<file path="config.mk">
export PLATFORM = sky130hd
export DESIGN_NAME = regression_loss_reducer
export DESIGN_NICKNAME = d
export VERILOG_FILES = /design/src/rlr_pkg.sv /design/src/rlr_mul.sv /design/src/rlr_div.sv /design/src/rlr_datapath.sv /design/src/rlr_ctrl.sv /design/src/regression_loss_reducer.sv
export SDC_FILE = /design/constraint.sdc
export NUM_CORES = 2
export LEC_CHECK = 0
export BUFFER_PORTS_ARGS = -buffer_cell sky130_fd_sc_hd__buf_2
export CORE_MARGIN = 1.5
export CORE_UTILIZATION = 55
export DETAILED_ROUTE_END_ITERATION = 7
export HOLD_SLACK_MARGIN = 0.02
export PLACE_DENSITY_LB_ADDON = 0.12
export SYNTH_ARGS = -nofsm -noshare
export SYNTH_HDL_FRONTEND = slang
export SYNTH_SLANG_ARGS = --single-unit
</file>
<file path="constraint.sdc">
create_clock -name clk -period 6.84 [get_ports clk]
set_input_delay 1.71 -clock clk [delete_from_list [all_inputs] [get_ports clk]]
set_output_delay 1.71 -clock clk [all_outputs]
set_load 0.01 [all_outputs]
</file>
<file path="src/rlr_pkg.sv">
// Shared types and constants for the regression loss reducer.
// Used by rlr_mul, rlr_div, rlr_datapath, rlr_ctrl and the top level.
package rlr_pkg;

	localparam int ValW     = 64;   // loss, sum and quotient width
	localparam int MulCntW  = 7;    // holds ValW steps
	localparam int DivW     = 32;   // divisor width
	localparam int CfgIdxW  = 3;
	localparam int CfgDataW = 32;
	localparam int ThrW     = 31;
	localparam int InvW     = 32;
	localparam int BatchW   = 24;
	localparam int KindW    = 2;

	localparam logic [ValW-1:0] PosMax = {1'b0, {(ValW-1){1'b1}}};

	// loss kinds
	localparam logic [KindW-1:0] KIND_L1  = 2'd0;
	localparam logic [KindW-1:0] KIND_SQ  = 2'd1;
	localparam logic [KindW-1:0] KIND_HUB = 2'd2;
	localparam logic [KindW-1:0] KIND_SL1 = 2'd3;

	// reduction modes
	localparam logic [KindW-1:0] RED_NONE  = 2'd0;
	localparam logic [KindW-1:0] RED_SUM   = 2'd1;
	localparam logic [KindW-1:0] RED_MEAN  = 2'd2;
	localparam logic [KindW-1:0] RED_BATCH = 2'd3;

	// register indexes
	localparam logic [CfgIdxW-1:0] REG_KIND   = 3'd0;
	localparam logic [CfgIdxW-1:0] REG_RED    = 3'd1;
	localparam logic [CfgIdxW-1:0] REG_THR    = 3'd2;
	localparam logic [CfgIdxW-1:0] REG_INV    = 3'd3;
	localparam logic [CfgIdxW-1:0] REG_BATCH  = 3'd4;

	typedef enum logic [1:0] {
		MSEL_SQ,    // |d| * |d|
		MSEL_HUB,   // T * (2|d| - T)
		MSEL_INV    // previous product * inv_two_beta
	} mul_sel_t;

	typedef enum logic [3:0] {
		ST_IDLE,
		ST_ABS,
		ST_DECIDE,
		ST_MUL_A,
		ST_MUL_B,
		ST_POST,
		ST_REDUCE,
		ST_DIV,
		ST_EMIT
	} state_t;

	typedef struct packed {
		logic     capture;
		logic     abs_load;
		logic     mul_start;
		mul_sel_t mul_sel;
		logic     loss_load;
		logic     acc_update;
		logic     div_start;
		logic     out_load;
	} cmd_t;

	typedef struct packed {
		logic             mul_done;
		logic             div_done;
		logic             below;
		logic             last;
		logic             div_zero;
		logic [KindW-1:0] kind;
		logic [KindW-1:0] mode;
	} stat_t;

endpackage

</file>
<file path="src/rlr_mul.sv">
// Shift-add multiplier, one multiplier bit per cycle, 64 by 64 bits.
// Depends on rlr_pkg.
module rlr_mul
	import rlr_pkg::*;
(
	input  logic              clk,
	input  logic              arst_n,
	input  logic              start,
	input  logic [ValW-1:0]   a,
	input  logic [ValW-1:0]   b,
	output logic [2*ValW-1:0] prod,
	output logic              done
);

	logic [ValW-1:0]    a_q;
	logic [2*ValW-1:0]  p_q;
	logic [MulCntW-1:0] cnt_q;
	logic               busy_q;
	logic               done_q;
	logic [ValW:0]      sum;

	// add multiplicand when the low bit is set
	assign sum = p_q[0] ? ({1'b0, p_q[2*ValW-1:ValW]} + {1'b0, a_q})
	                    : {1'b0, p_q[2*ValW-1:ValW]};

	// control
	always_ff @(posedge clk or negedge arst_n) begin
		if (!arst_n) begin
			cnt_q  <= '0;
			busy_q <= 1'b0;
			done_q <= 1'b0;
		end else if (start) begin
			cnt_q  <= MulCntW'(ValW);
			busy_q <= 1'b1;
			done_q <= 1'b0;
		end else if (busy_q) begin
			cnt_q <= cnt_q - 1'b1;
			if (cnt_q == MulCntW'(1)) begin
				busy_q <= 1'b0;
				done_q <= 1'b1;
			end
		end else begin
			done_q <= 1'b0;
		end
	end

	// product register shifts right each step
	always_ff @(posedge clk) begin
		if (start) begin
			a_q <= a;
			p_q <= {{ValW{1'b0}}, b};
		end else if (busy_q) begin
			p_q <= {sum, p_q[ValW-1:1]};
		end
	end

	assign prod = p_q;
	assign done = done_q;

endmodule

</file>
<file path="src/rlr_div.sv">
// Restoring divider, one quotient bit per cycle, 64 by 32 bits.
// Depends on rlr_pkg.
module rlr_div
	import rlr_pkg::*;
(
	input  logic            clk,
	input  logic            arst_n,
	input  logic            start,
	input  logic [ValW-1:0] dividend,
	input  logic [DivW-1:0] divisor,
	output logic [ValW-1:0] quotient,
	output logic            done
);

	logic [ValW-1:0]    quo_q;
	logic [DivW-1:0]    rem_q;
	logic [DivW-1:0]    dv_q;
	logic [MulCntW-1:0] cnt_q;
	logic               busy_q;
	logic               done_q;
	logic [DivW:0]      sh;
	logic [DivW:0]      diff;
	logic               fits;

	assign sh   = {rem_q, quo_q[ValW-1]};
	assign fits = (sh >= {1'b0, dv_q});
	assign diff = sh - {1'b0, dv_q};

	// control
	always_ff @(posedge clk or negedge arst_n) begin
		if (!arst_n) begin
			cnt_q  <= '0;
			busy_q <= 1'b0;
			done_q <= 1'b0;
		end else if (start) begin
			cnt_q  <= MulCntW'(ValW);
			busy_q <= 1'b1;
			done_q <= 1'b0;
		end else if (busy_q) begin
			cnt_q <= cnt_q - 1'b1;
			if (cnt_q == MulCntW'(1)) begin
				busy_q <= 1'b0;
				done_q <= 1'b1;
			end
		end else begin
			done_q <= 1'b0;
		end
	end

	// remainder and quotient step
	always_ff @(posedge clk) begin
		if (start) begin
			quo_q <= dividend;
			rem_q <= '0;
			dv_q  <= divisor;
		end else if (busy_q) begin
			rem_q <= fits ? diff[DivW-1:0] : sh[DivW-1:0];
			quo_q <= {quo_q[ValW-2:0], fits};
		end
	end

	assign quotient = quo_q;
	assign done     = done_q;

endmodule

</file>
<file path="src/rlr_datapath.sv">
// Datapath: config registers, difference and loss forming, sum, count, output register.
// Depends on rlr_pkg, rlr_mul and rlr_div.
module rlr_datapath
	import rlr_pkg::*;
#(
	parameter int DATA_WIDTH  = 32,
	parameter int FRAC_BITS   = 16,
	parameter int COUNT_WIDTH = 24
) (
	input  logic                  clk,
	input  logic                  arst_n,
	input  logic                  cfg_wr_en,
	input  logic [CfgIdxW-1:0]    cfg_index,
	input  logic [CfgDataW-1:0]   cfg_data,
	input  logic [2*DATA_WIDTH-1:0] in_pair,
	input  logic                  in_last,
	input  cmd_t                  cmd,
	output stat_t                 stat,
	output logic [ValW-1:0]       loss_value,
	output logic                  is_reduced,
	output logic                  overflowed
);

	logic [KindW-1:0]       kind_q;
	logic [KindW-1:0]       mode_q;
	logic [ThrW-1:0]        thr_q;
	logic [InvW-1:0]        inv_q;
	logic [BatchW-1:0]      batch_q;

	logic [ValW-1:0]        d_q;
	logic [ValW-1:0]        ad_q;
	logic                   last_q;
	logic [ValW-1:0]        loss_q;
	logic                   flag_q;
	logic [ValW-1:0]        acc_q;
	logic [COUNT_WIDTH-1:0] cnt_q;
	logic                   sat_q;
	logic [ValW-1:0]        out_val_q;
	logic                   out_red_q;
	logic                   out_ovf_q;

	logic [ValW-1:0]        pred_x;
	logic [ValW-1:0]        targ_x;
	logic [ValW-1:0]        thr_x;
	logic [ValW-1:0]        two_ad_t;
	logic [ValW-1:0]        mul_a;
	logic [ValW-1:0]        mul_b;
	logic [2*ValW-1:0]      prod;
	logic                   mul_done;
	logic [2*ValW-1:0]      prod_sh;
	logic [ValW-1:0]        loss_next;
	logic                   flag_next;
	logic [ValW:0]          acc_sum;
	logic                   acc_ovf;
	logic [DivW-1:0]        divisor;
	logic [ValW-1:0]        quotient;
	logic                   div_done;

	// configuration registers
	always_ff @(posedge clk or negedge arst_n) begin
		if (!arst_n) begin
			kind_q  <= KIND_L1;
			mode_q  <= RED_MEAN;
			thr_q   <= ThrW'(65536);
			inv_q   <= InvW'(32768);
			batch_q <= BatchW'(1);
		end else if (cfg_wr_en) begin
			case (cfg_index)
				REG_KIND:  kind_q  <= cfg_data[KindW-1:0];
				REG_RED:   mode_q  <= cfg_data[KindW-1:0];
				REG_THR:   thr_q   <= cfg_data[ThrW-1:0];
				REG_INV:   inv_q   <= cfg_data[InvW-1:0];
				REG_BATCH: batch_q <= cfg_data[BatchW-1:0];
				default: ;
			endcase
		end
	end

	// sign-extended operands and zero-extended threshold
	assign pred_x = {{(ValW-DATA_WIDTH){in_pair[DATA_WIDTH-1]}}, in_pair[DATA_WIDTH-1:0]};
	assign targ_x = {{(ValW-DATA_WIDTH){in_pair[2*DATA_WIDTH-1]}},
	                 in_pair[2*DATA_WIDTH-1:DATA_WIDTH]};
	assign thr_x  = {{(ValW-ThrW){1'b0}}, thr_q};
	assign two_ad_t = {ad_q[ValW-2:0], 1'b0} - thr_x;

	// difference, then magnitude
	always_ff @(posedge clk) begin
		if (cmd.capture) begin
			d_q    <= pred_x - targ_x;
			last_q <= in_last;
		end
		if (cmd.abs_load) begin
			ad_q <= d_q[ValW-1] ? (~d_q + 1'b1) : d_q;
		end
	end

	// multiplier operands
	always_comb begin
		case (cmd.mul_sel)
			MSEL_SQ: begin
				mul_a = ad_q;
				mul_b = ad_q;
			end
			MSEL_HUB: begin
				mul_a = thr_x;
				mul_b = two_ad_t;
			end
			MSEL_INV: begin
				mul_a = prod[ValW-1:0];
				mul_b = {{(ValW-InvW){1'b0}}, inv_q};
			end
			default: begin
				mul_a = ad_q;
				mul_b = ad_q;
			end
		endcase
	end

	rlr_mul u_mul (
		.clk    (clk),
		.arst_n (arst_n),
		.start  (cmd.mul_start),
		.a      (mul_a),
		.b      (mul_b),
		.prod   (prod),
		.done   (mul_done)
	);

	// product scaling by kind
	always_comb begin
		case (kind_q)
			KIND_SQ:  prod_sh = prod >> FRAC_BITS;
			KIND_HUB: prod_sh = prod >> (FRAC_BITS + 1);
			default:  prod_sh = prod >> (2 * FRAC_BITS);
		endcase
	end

	// element loss select with saturation
	always_comb begin
		loss_next = '0;
		flag_next = 1'b0;
		if (kind_q == KIND_L1) begin
			loss_next = ad_q;
		end else if (kind_q == KIND_SL1 && !stat.below) begin
			loss_next = {1'b0, two_ad_t[ValW-1:1]};
		end else if (|prod_sh[2*ValW-1:ValW-1]) begin
			loss_next = PosMax;
			flag_next = 1'b1;
		end else begin
			loss_next = prod_sh[ValW-1:0];
		end
	end

	always_ff @(posedge clk) begin
		if (cmd.loss_load) begin
			loss_q <= loss_next;
			flag_q <= flag_next;
		end
	end

	// saturating sum
	assign acc_sum = {1'b0, acc_q} + {1'b0, loss_q};
	assign acc_ovf = (acc_sum > {1'b0, PosMax});

	always_ff @(posedge clk or negedge arst_n) begin
		if (!arst_n) begin
			acc_q <= '0;
			cnt_q <= '0;
			sat_q <= 1'b0;
		end else if (cmd.out_load && mode_q != RED_NONE) begin
			acc_q <= '0;
			cnt_q <= '0;
			sat_q <= 1'b0;
		end else if (cmd.acc_update) begin
			acc_q <= acc_ovf ? PosMax : acc_sum[ValW-1:0];
			if (cnt_q != {COUNT_WIDTH{1'b1}}) begin
				cnt_q <= cnt_q + 1'b1;
			end
			sat_q <= sat_q | flag_q | acc_ovf;
		end
	end

	// divisor: count for mean, batch size otherwise
	assign divisor = (mode_q == RED_MEAN) ? DivW'(cnt_q) : DivW'(batch_q);

	rlr_div u_div (
		.clk      (clk),
		.arst_n   (arst_n),
		.start    (cmd.div_start),
		.dividend (acc_q),
		.divisor  (divisor),
		.quotient (quotient),
		.done     (div_done)
	);

	// output register
	always_ff @(posedge clk) begin
		if (cmd.out_load) begin
			if (mode_q == RED_NONE) begin
				out_val_q <= loss_q;
				out_red_q <= 1'b0;
				out_ovf_q <= flag_q;
			end else begin
				out_val_q <= (mode_q == RED_SUM || divisor == '0) ? acc_q : quotient;
				out_red_q <= 1'b1;
				out_ovf_q <= sat_q;
			end
		end
	end

	assign loss_value = out_val_q;
	assign is_reduced = out_red_q;
	assign overflowed = out_ovf_q;

	// status to controller
	assign stat.mul_done = mul_done;
	assign stat.div_done = div_done;
	assign stat.below    = (ad_q < thr_x);
	assign stat.last     = last_q;
	assign stat.div_zero = (divisor == '0);
	assign stat.kind     = kind_q;
	assign stat.mode     = mode_q;

endmodule

</file>
<file path="src/rlr_ctrl.sv">
// Controller state machine: sequences each item through the datapath.
// Depends on rlr_pkg.
module rlr_ctrl
	import rlr_pkg::*;
(
	input  logic  clk,
	input  logic  arst_n,
	input  logic  in_valid,
	output logic  in_ready,
	output logic  out_valid,
	input  logic  out_ready,
	input  stat_t stat,
	output cmd_t  cmd
);

	state_t state_q;
	state_t state_d;
	logic   out_valid_q;
	logic   out_free;

	assign out_free = !out_valid_q || out_ready;

	// state register and output valid
	always_ff @(posedge clk or negedge arst_n) begin
		if (!arst_n) begin
			state_q     <= ST_IDLE;
			out_valid_q <= 1'b0;
		end else begin
			state_q <= state_d;
			if (cmd.out_load) begin
				out_valid_q <= 1'b1;
			end else if (out_ready) begin
				out_valid_q <= 1'b0;
			end
		end
	end

	// next state
	always_comb begin
		state_d = state_q;
		case (state_q)
			ST_IDLE:   if (in_valid) state_d = ST_ABS;
			ST_ABS:    state_d = ST_DECIDE;
			ST_DECIDE: begin
				if (stat.kind == KIND_L1 || (stat.kind == KIND_SL1 && !stat.below)) begin
					state_d = ST_POST;
				end else begin
					state_d = ST_MUL_A;
				end
			end
			ST_MUL_A: begin
				if (stat.mul_done) begin
					state_d = (stat.kind == KIND_SL1) ? ST_MUL_B : ST_POST;
				end
			end
			ST_MUL_B:  if (stat.mul_done) state_d = ST_POST;
			ST_POST: begin
				if (stat.mode == RED_NONE) begin
					state_d = ST_EMIT;
				end else begin
					state_d = stat.last ? ST_REDUCE : ST_IDLE;
				end
			end
			ST_REDUCE: begin
				if (stat.mode == RED_SUM || stat.div_zero) begin
					state_d = ST_EMIT;
				end else begin
					state_d = ST_DIV;
				end
			end
			ST_DIV:    if (stat.div_done) state_d = ST_EMIT;
			ST_EMIT:   if (out_free) state_d = ST_IDLE;
			default:   state_d = ST_IDLE;
		endcase
	end

	// commands
	always_comb begin
		cmd          = '0;
		cmd.mul_sel  = MSEL_SQ;
		in_ready     = 1'b0;
		case (state_q)
			ST_IDLE: begin
				in_ready    = 1'b1;
				cmd.capture = in_valid;
			end
			ST_ABS:    cmd.abs_load = 1'b1;
			ST_DECIDE: begin
				if (stat.kind == KIND_L1 || (stat.kind == KIND_SL1 && !stat.below)) begin
					cmd.loss_load = 1'b1;
				end else begin
					cmd.mul_start = 1'b1;
					cmd.mul_sel   = (stat.kind == KIND_HUB && !stat.below) ? MSEL_HUB
					                                                       : MSEL_SQ;
				end
			end
			ST_MUL_A: begin
				if (stat.mul_done) begin
					if (stat.kind == KIND_SL1) begin
						cmd.mul_start = 1'b1;
						cmd.mul_sel   = MSEL_INV;
					end else begin
						cmd.loss_load = 1'b1;
					end
				end
			end
			ST_MUL_B:  cmd.loss_load  = stat.mul_done;
			ST_POST:   cmd.acc_update = (stat.mode != RED_NONE);
			ST_REDUCE: cmd.div_start  = !(stat.mode == RED_SUM || stat.div_zero);
			ST_DIV:    ;
			ST_EMIT:   cmd.out_load   = out_free;
			default:   ;
		endcase
	end

	assign out_valid = out_valid_q;

endmodule

</file>
<file path="src/regression_loss_reducer.sv">
// Regression loss reducer (L1, squared error, Huber, smooth L1) with sum, mean or batch reduction.
// Top level: joins rlr_ctrl and rlr_datapath. Depends on rlr_pkg.
//
// Usage: prediction/target pairs enter on the s_ channel, one item per handshake,
// s_tlast marking the last element of a tensor. Results leave on the m_ channel.
// With no reduction each element gives one result; otherwise only the last element
// of a tensor gives one, the reduced sum, mean over elements or sum over batch size.
// Configuration is written through cfg_wr_en/cfg_index/cfg_data while idle.
// Per item, L1 and large-error smooth L1 skip the bit-serial multiplier, squared error
// and Huber use one product and small-error smooth L1 two (the square, then the
// scaling by inv_two_beta). With no reduction the output register load adds a state.
// A tensor end adds the reduce and emit states, plus mean or batch division in the
// bit-serial divider; the result then goes to the output register.
// The output register holds one result; the next item is taken while it waits, and
// the block stalls only when a new result is ready, one still waits and m_tready is low.
// Reset clears the sum, count and overflow flag and loads register defaults.
module regression_loss_reducer
	import rlr_pkg::*;
#(
	parameter int DATA_WIDTH  = 32,
	parameter int FRAC_BITS   = 16,
	parameter int COUNT_WIDTH = 24
) (
	input  logic                                clk,
	input  logic                                arst_n,
	input  logic                                cfg_wr_en,
	input  logic [CfgIdxW-1:0]                  cfg_index,
	input  logic [CfgDataW-1:0]                 cfg_data,
	input  logic                                s_tvalid,
	output logic                                s_tready,
	// prediction, target_value (low bit up), zero padded to bytes
	input  logic [((2*DATA_WIDTH+7)/8)*8-1:0]   s_tdata,
	input  logic                                s_tlast,   // final_element
	output logic                                m_tvalid,
	input  logic                                m_tready,
	output logic [ValW-1:0]                     m_tdata,   // loss_value
	output logic [1:0]                          m_tuser    // is_reduced, overflowed
);

	cmd_t  cmd;
	stat_t stat;
	logic  is_reduced;
	logic  overflowed;

	rlr_ctrl u_ctrl (
		.clk       (clk),
		.arst_n    (arst_n),
		.in_valid  (s_tvalid),
		.in_ready  (s_tready),
		.out_valid (m_tvalid),
		.out_ready (m_tready),
		.stat      (stat),
		.cmd       (cmd)
	);

	rlr_datapath #(
		.DATA_WIDTH  (DATA_WIDTH),
		.FRAC_BITS   (FRAC_BITS),
		.COUNT_WIDTH (COUNT_WIDTH)
	) u_dp (
		.clk        (clk),
		.arst_n     (arst_n),
		.cfg_wr_en  (cfg_wr_en),
		.cfg_index  (cfg_index),
		.cfg_data   (cfg_data),
		.in_pair    (s_tdata[2*DATA_WIDTH-1:0]),
		.in_last    (s_tlast),
		.cmd        (cmd),
		.stat       (stat),
		.loss_value (m_tdata),
		.is_reduced (is_reduced),
		.overflowed (overflowed)
	);

	assign m_tuser = {overflowed, is_reduced};

endmodule
</file>
# --- Word level (Yosys, flattened, before mapping) ---
# Cells that the tools add are included.
totals:
  register_bits: 783
  elab_cells: 174
  output_inout_bits: 68
classes:
  n_eq_ne: 29
  magnitude_cmp: 3
  n_addsub: 9
  n_mux: 70
  bitwise_logic: 3
  reduce_logical: 29
op_table:
  columns: ["cell", "count"]
  rows:
  - ["2-to-1 mux 64 bit", 12]
  - ["one-hot mux 64 bit (2 select lines)", 2]
  - ["one-hot mux 112 bit (2 select lines)", 1]
  - ["adder 64 x 64 -> 65 bit", 2]
  - ["2-to-1 mux 24 bit", 4]
  - ["greater-than comparator 65 x 63 -> 1 bit (second input constant)", 1]
  - ["2-to-1 mux 65 bit", 1]
  - ["OR reduction 65 bit", 1]
  - ["adder 64 x 1 -> 64 bit (second input constant)", 1]
  - ["less-than comparator 64 x 31 -> 1 bit", 1]
  - ["NOT 64 bit", 1]
  - ["subtractor 64 x 31 -> 64 bit", 1]
  - ["2-to-1 mux 63 bit", 1]
  - ["one-hot mux 4 bit (9 select lines)", 1]
  - [">= comparator 33 x 32 -> 1 bit", 1]
  - ["subtractor 32 x 32 -> 33 bit", 1]
  - ["zero test 32 bit", 1]
  - ["2-to-1 mux 32 bit", 1]
  - ["2-to-1 mux 4 bit", 8]
  - ["subtractor 32 bit", 1]
  - ["2-to-1 mux 1 bit", 29]
  - ["2-to-1 mux 7 bit", 4]
  - ["adder 24 x 1 -> 24 bit (second input constant)", 1]
  - ["!= test 24 bit (second input constant)", 1]
  - ["other kinds (28)", 65]

# --- Depth between registers and ports, before layout ---
depth:
  ltp_word: 9
  depth_mapped: 20
  ltp_nobuf: 17

# --- Hierarchy ---
# From an unflattened synthesis, not the netlist that was laid out.
hier_totals:
  cells_unflattened: 5159
  area_unflattened_um2: 48659.2
modules_own_cells:
  columns: ["module", "seq_area_each_um2", "area_per_inst_um2", "instances", "cells_per_inst"]
  rows:
  - ["rlr_datapath", 11385.9, 29170.5, 1, 3303]
  - ["rlr_mul", 5350.1, 11552.3, 1, 1124]
  - ["rlr_div", 3748.6, 7393.3, 1, 656]
  - ["rlr_ctrl", 125.1, 528.0, 1, 74]
  - ["regression_loss_reducer", 0.0, 15.0, 1, 2]

# --- Least setup slack after synthesis ---
# Ideal clock, no wire load.
synth_timing:
  path_type: "input to register"
  start: "in m_tready"
  end: "reg u_dp.cnt_q[21]"
  n_path_buf: 1
  setup_ns: 0.078
  required_time_ns: 6.762
  arrival_time_ns: 6.057
  cell_stages: 7
  slack_ns: 0.705
  cell_sequence: "nand2b_1 nor2b_1 and2_1 clkbuf_1 o2111ai_1 or3_1 a21oi_1"
synth_lines:
  columns: ["item", "line", "source"]
  rows:
  - ["start, declared", "regression_loss_reducer.sv:35", "input logic m_tready,"]
  - ["end signal, assigned", "rlr_datapath.sv:177", "cnt_q <= cnt_q + 1'b1;"]
  - ["end, declared", "rlr_datapath.sv:36", "logic [COUNT_WIDTH-1:0] cnt_q;"]

# --- Final worst setup path ---
layout_timing:
  start: "reg u_dp.ad_q[29]"
  end: "reg u_dp.u_mul.p_q[44] (netlist: u_dp.u_mul.prod[44]) (data pin)"
layout_between:
  elab_chain_cells: 9
  elab_cells_between_ends: 13
  classes_between: "add/sub (1); order compare (1); eq/ne (2); mux (5); reduce/logical (4)"
layout_lines:
  columns: ["item", "line", "source"]
  rows:
  - ["start, declared", "rlr_datapath.sv:31", "logic [ValW-1:0] ad_q;"]
  - ["start signal, assigned", "rlr_datapath.sv:93", "ad_q <= d_q[ValW-1] ? (~d_q + 1'b1) : d_q;"]
  - ["less-than comparator 64 x 31 -> 1 bit", "rlr_datapath.sv:218", "assign stat.below = (ad_q < thr_x);"]
  - ["zero test 1 bit", "rlr_ctrl.sv:89, rlr_ctrl.sv:93", null]
  - ["logical AND 1 bit, on equally long branches", "rlr_ctrl.sv:93, rlr_ctrl.sv:89", null]
  - ["2-to-1 mux 1 bit / logical OR 1 bit (equally long branches)", "rlr_ctrl.sv:93, rlr_ctrl.sv:89", null]
  - ["2-to-1 mux 3 bit", "rlr_ctrl.sv:89", "if (stat.kind == KIND_L1 || (stat.kind == KIND_SL1 && !stat.below)) begin"]
  - ["one-hot mux 3 bit (2 select lines)", "rlr_ctrl.sv:82", "case (state_q)"]
  - ["== test 2 bit / == test 2 x 1 -> 1 bit (equally long branches)", "rlr_datapath.sv:99", "case (cmd.mul_sel)"]
  - ["one-hot mux 64 bit (2 select lines)", "rlr_datapath.sv:99", null]
  - ["2-to-1 mux 64 bit (*)", "rlr_mul.sv:49", "if (start) begin"]
  - ["end signal, assigned", "rlr_mul.sv:51", "p_q <= {{ValW{1'b0}}, b};"]
  - ["end signal, assigned", "rlr_mul.sv:53", "p_q <= {sum, p_q[ValW-1:1]};"]
  - ["end, declared", "rlr_mul.sv:16", "logic [2*ValW-1:0] p_q;"]
# Every way passes the cells marked *; elsewhere a longest branch is shown, timed or not.
# A chain may end at the register's enable or synchronous reset.

==> metrics.txt <==
Setup Skew 29.0 ps; Reg2Reg Setup Slack 1740 ps; clock network power share 0.180; share of flip-flops with an asynchronous set or reset 0.273; worst-skew pair later-pin latency 680 ps; Comb pwr share 0.482; initial antenna violation count 10; Final #Nets 5526; outcome finished clean; GPL Wtd Cong 1.01; DRT Pass-1 Iters 6; cts repair resizes 0; area grow syn2layout 9.51%; CTS tree built; r2r startpoint u_dp.ad_q[29]$_DFFE_PP_; RSZ-0062 raised after global routing false; Tmin final 5100 ps; clock root buffer clkbuf_16; most common cell after layout, fill and taps aside nand2_1; Critical Path Source Type flop; Worst Tran Pin Value 1170 ps; Clock Pin Slew Worst Setup and Hold Paths 60 ps; Post-DRT Antenna Nets 0; clock buffer count from CTS 84; Worst Hold Launch u_dp.sat_q$_DFFE_PN0P_; die area 89000 µm²; iteration-0 DRC count of the detailed router 4570; H-tree depth 3; Slew headroom 0.215; DP HPWL 108 mm; Clock Tree Buf Depth 3; Hold Slack 491 ps; Reg power frac 0.338; Post-synth EDFFs 445; largest net degree at the start of global routing 145; Worst setup EP type flop; hold buffers post-CTS 0; Mapped Area 48000 µm²; Routed WL 150 mm; total grt overflow 0; Psw 11900 µW; filler instances 7480; Total Negative Setup Slacks 0 ps; share of cells above drive strength 1 0.101; IO Port Bufs 172; # rows 108; first-pass GRT wire length 227 mm; final hold viol count 0; sw frac 0.446; Hold Crit Class reg2reg; P_int 14800 µW; Vias 41000; leakage 0.0210 µW; distinct cell type count after synthesis 110; hold depth 2; Gate Count Post-Synth 5160; final slew viol count 0; worst r2r dst u_dp.u_mul.prod[44]$_DFFE_PP_; post-CTS setup buffer count 0; Post-Route Utilization 0.607; Worst VDD drop 0.000359 V; crit-path max FO 63; placed cell area 49600 µm²; top-area cell type share of the netlist area 0.278; Arrival @ worst endpoint 5620 ps; Ys Warns 0; period utilisation layout 0.745; Wirelength per Cell 23.4 µm; vias in the first global route 37600; global-route usage over all layers 0.327; I/O Pins 173; Area contributors post-synth edfxtp_1 28%, dfrtp_1 10%, ha_1 6.7%; post-synthesis sequential area ratio 0.425; CP required 7370 ps; fmax 196 MHz; dominant synthesized flop cell edfxtp_1; Power Density 507 nW/µm²; Die Wd 298 µm; commonest cells after routing, fill and taps aside 585 x nand2_1, 445 x edfxtp_1, 414 x a21oi_1, 350 x nor2_1, 332 x o21ai_0; Worst Hold End u_dp.sat_q$_DFFE_PN0P_; total clock sinks 744; max_cap viols 0; final instance area 52500 µm²; # setup viols final 0; Avg Cell Area, Syn 9.30 µm²; leading area contributor after synthesis edfxtp_1; depth of the worst register-to-register path 12; starting density of the core 0.554; Yosys reg bits 744; Remaining DRCs 0; vias per cell 6.41; core box area 86600 µm²; WS Path Type reg2reg; Die Y 298 µm
[per-layer routing]
layer | vias to the layer above | track usage | routed length (µm) | part of all wire
met3 | 331 | 0.0578 | 13000 | 0.087
met5 | - | 0 | 76 | 0.00051
met2 | 1793 | 0.490 | 65400 | 0.44
met1 | 19700 | 0.466 | 64900 | 0.43
met4 | 6 | 0.138 | 6350 | 0.042
li1 | 19100 | - | - | -
[flip-flops by register name, summed over array words and instances (netlist names), 2 cells and up]
signal               cells
u_ctrl.state_q           4
u_dp.acc_q              64
u_dp.ad_q               64
u_dp.batch_q            24
u_dp.cnt_q              24
u_dp.d_q                33
u_dp.inv_q              32
u_dp.kind_q              2
u_dp.loss_q             64
u_dp.loss_value         64
u_dp.mode_q              2
u_dp.thr_q              31
u_dp.u_div.cnt_q         7
u_dp.u_div.dv_q         24
u_dp.u_div.quotient     64
u_dp.u_div.rem_q        32
u_dp.u_mul.a_q          64
u_dp.u_mul.cnt_q         7
u_dp.u_mul.prod        128
[area by class of cell]
type	count	area, µm²	share of cell area
Clock buffer	112	2360	0.0449
Sequential cell	744	20400	0.388
Antenna cell	5	12.5	0.000238
Multi-Input combinational cell	3925	25800	0.491
Timing Repair Buffer	222	1300	0.0247
Inverter	183	694	0.0132
Tap cell	1155	1450	0.0275
Clock inverter	46	588	0.0112
[power by group through the flow]
stage / clock network, µW / registers, µW / logic, µW
after floorplan: 0 / 7950 / 9750
after global placement: 0 / 8920 / 12400
after detailed placement: 0 / 8930 / 12600
after CTS: 4850 / 8870 / 12600
after global routing: 5030 / 9100 / 14100
final: 4800 / 8990 / 12800
[stage by stage]
step	power (µW)	cells	worst slack [ps]
finish	26600	6392	1740
global route	28200	6388	1520
CTS	26400	6387	1940
detailed placement	21500	6229	2010
global placement	21400	6229	2060
floorplan	17700	5190	705
[critical path, cell delays in order, from the launching register on]
cell and delay (ps):
edfxtp_1 440, ha_1 340, a21o_1 170, a2111oi_0 930, nand3_1 300, o21a_2 300, nor3_1 290, nand3_1 200
ha_4 790, buf_4 670, and3_1 270, a21oi_1 60, nand3_1 120
[cells in the mapped netlist (65+ instances only)]
| cell type | n |
|---|---|
| nand3_1 | 107 |
| ha_1 | 256 |
| mux2i_1 | 139 |
| a22oi_1 | 65 |
| a31oi_1 | 87 |
| edfxtp_1 | 445 |
| clkbuf_1 | 264 |
| xor2_1 | 105 |
| xnor2_1 | 162 |
| nor3_1 | 88 |
| dfxtp_1 | 96 |
| a21o_1 | 114 |
| nor2_1 | 352 |
| nor2b_1 | 68 |
| mux2_2 | 86 |
| o21ai_0 | 332 |
| dfrtp_1 | 199 |
| nand2_1 | 588 |
| a211oi_1 | 77 |
| a221oi_1 | 73 |
| a21oi_1 | 415 |
| nand4_1 | 69 |
| inv_1 | 181 |
[worst max path at each step]
stage | start | to | slack, ps | depth (start not counted)
final | u_dp.ad_q[29]$_DFFE_PP_ | u_dp.u_mul.prod[44]$_DFFE_PP_ | 1740 | 12
after global routing | u_dp.ad_q[39]$_DFFE_PP_ | u_dp.u_mul.prod[44]$_DFFE_PP_ | 1520 | 14
after CTS | u_dp.ad_q[39]$_DFFE_PP_ | u_dp.u_mul.prod[44]$_DFFE_PP_ | 1940 | 14
after detailed placement | u_dp.ad_q[39]$_DFFE_PP_ | u_dp.u_mul.prod[52]$_DFFE_PP_ | 2010 | 14
after global placement | s_tdata[0] | u_dp.d_q[28]$_DFFE_PP_ | 2060 | 15
after floorplan | m_tready | u_dp.cnt_q[21]$_DFFE_PN0P_ | 710 | 7
[cell families after synthesis]
family | count (synthesis) | share of synthesized area
AO/OA/AOI/OAI | 1567 | 0.210
buffers and inverters | 521 | 0.0431
AND/OR/NAND/NOR | 1573 | 0.155
XOR/XNOR | 267 | 0.0487
flip-flops | 744 | 0.425
other | 1 | 0.0000782
multiplexers | 226 | 0.0494
adder cells (fa/ha/maj) | 261 | 0.0688
(Power assumes the default switching activity.)
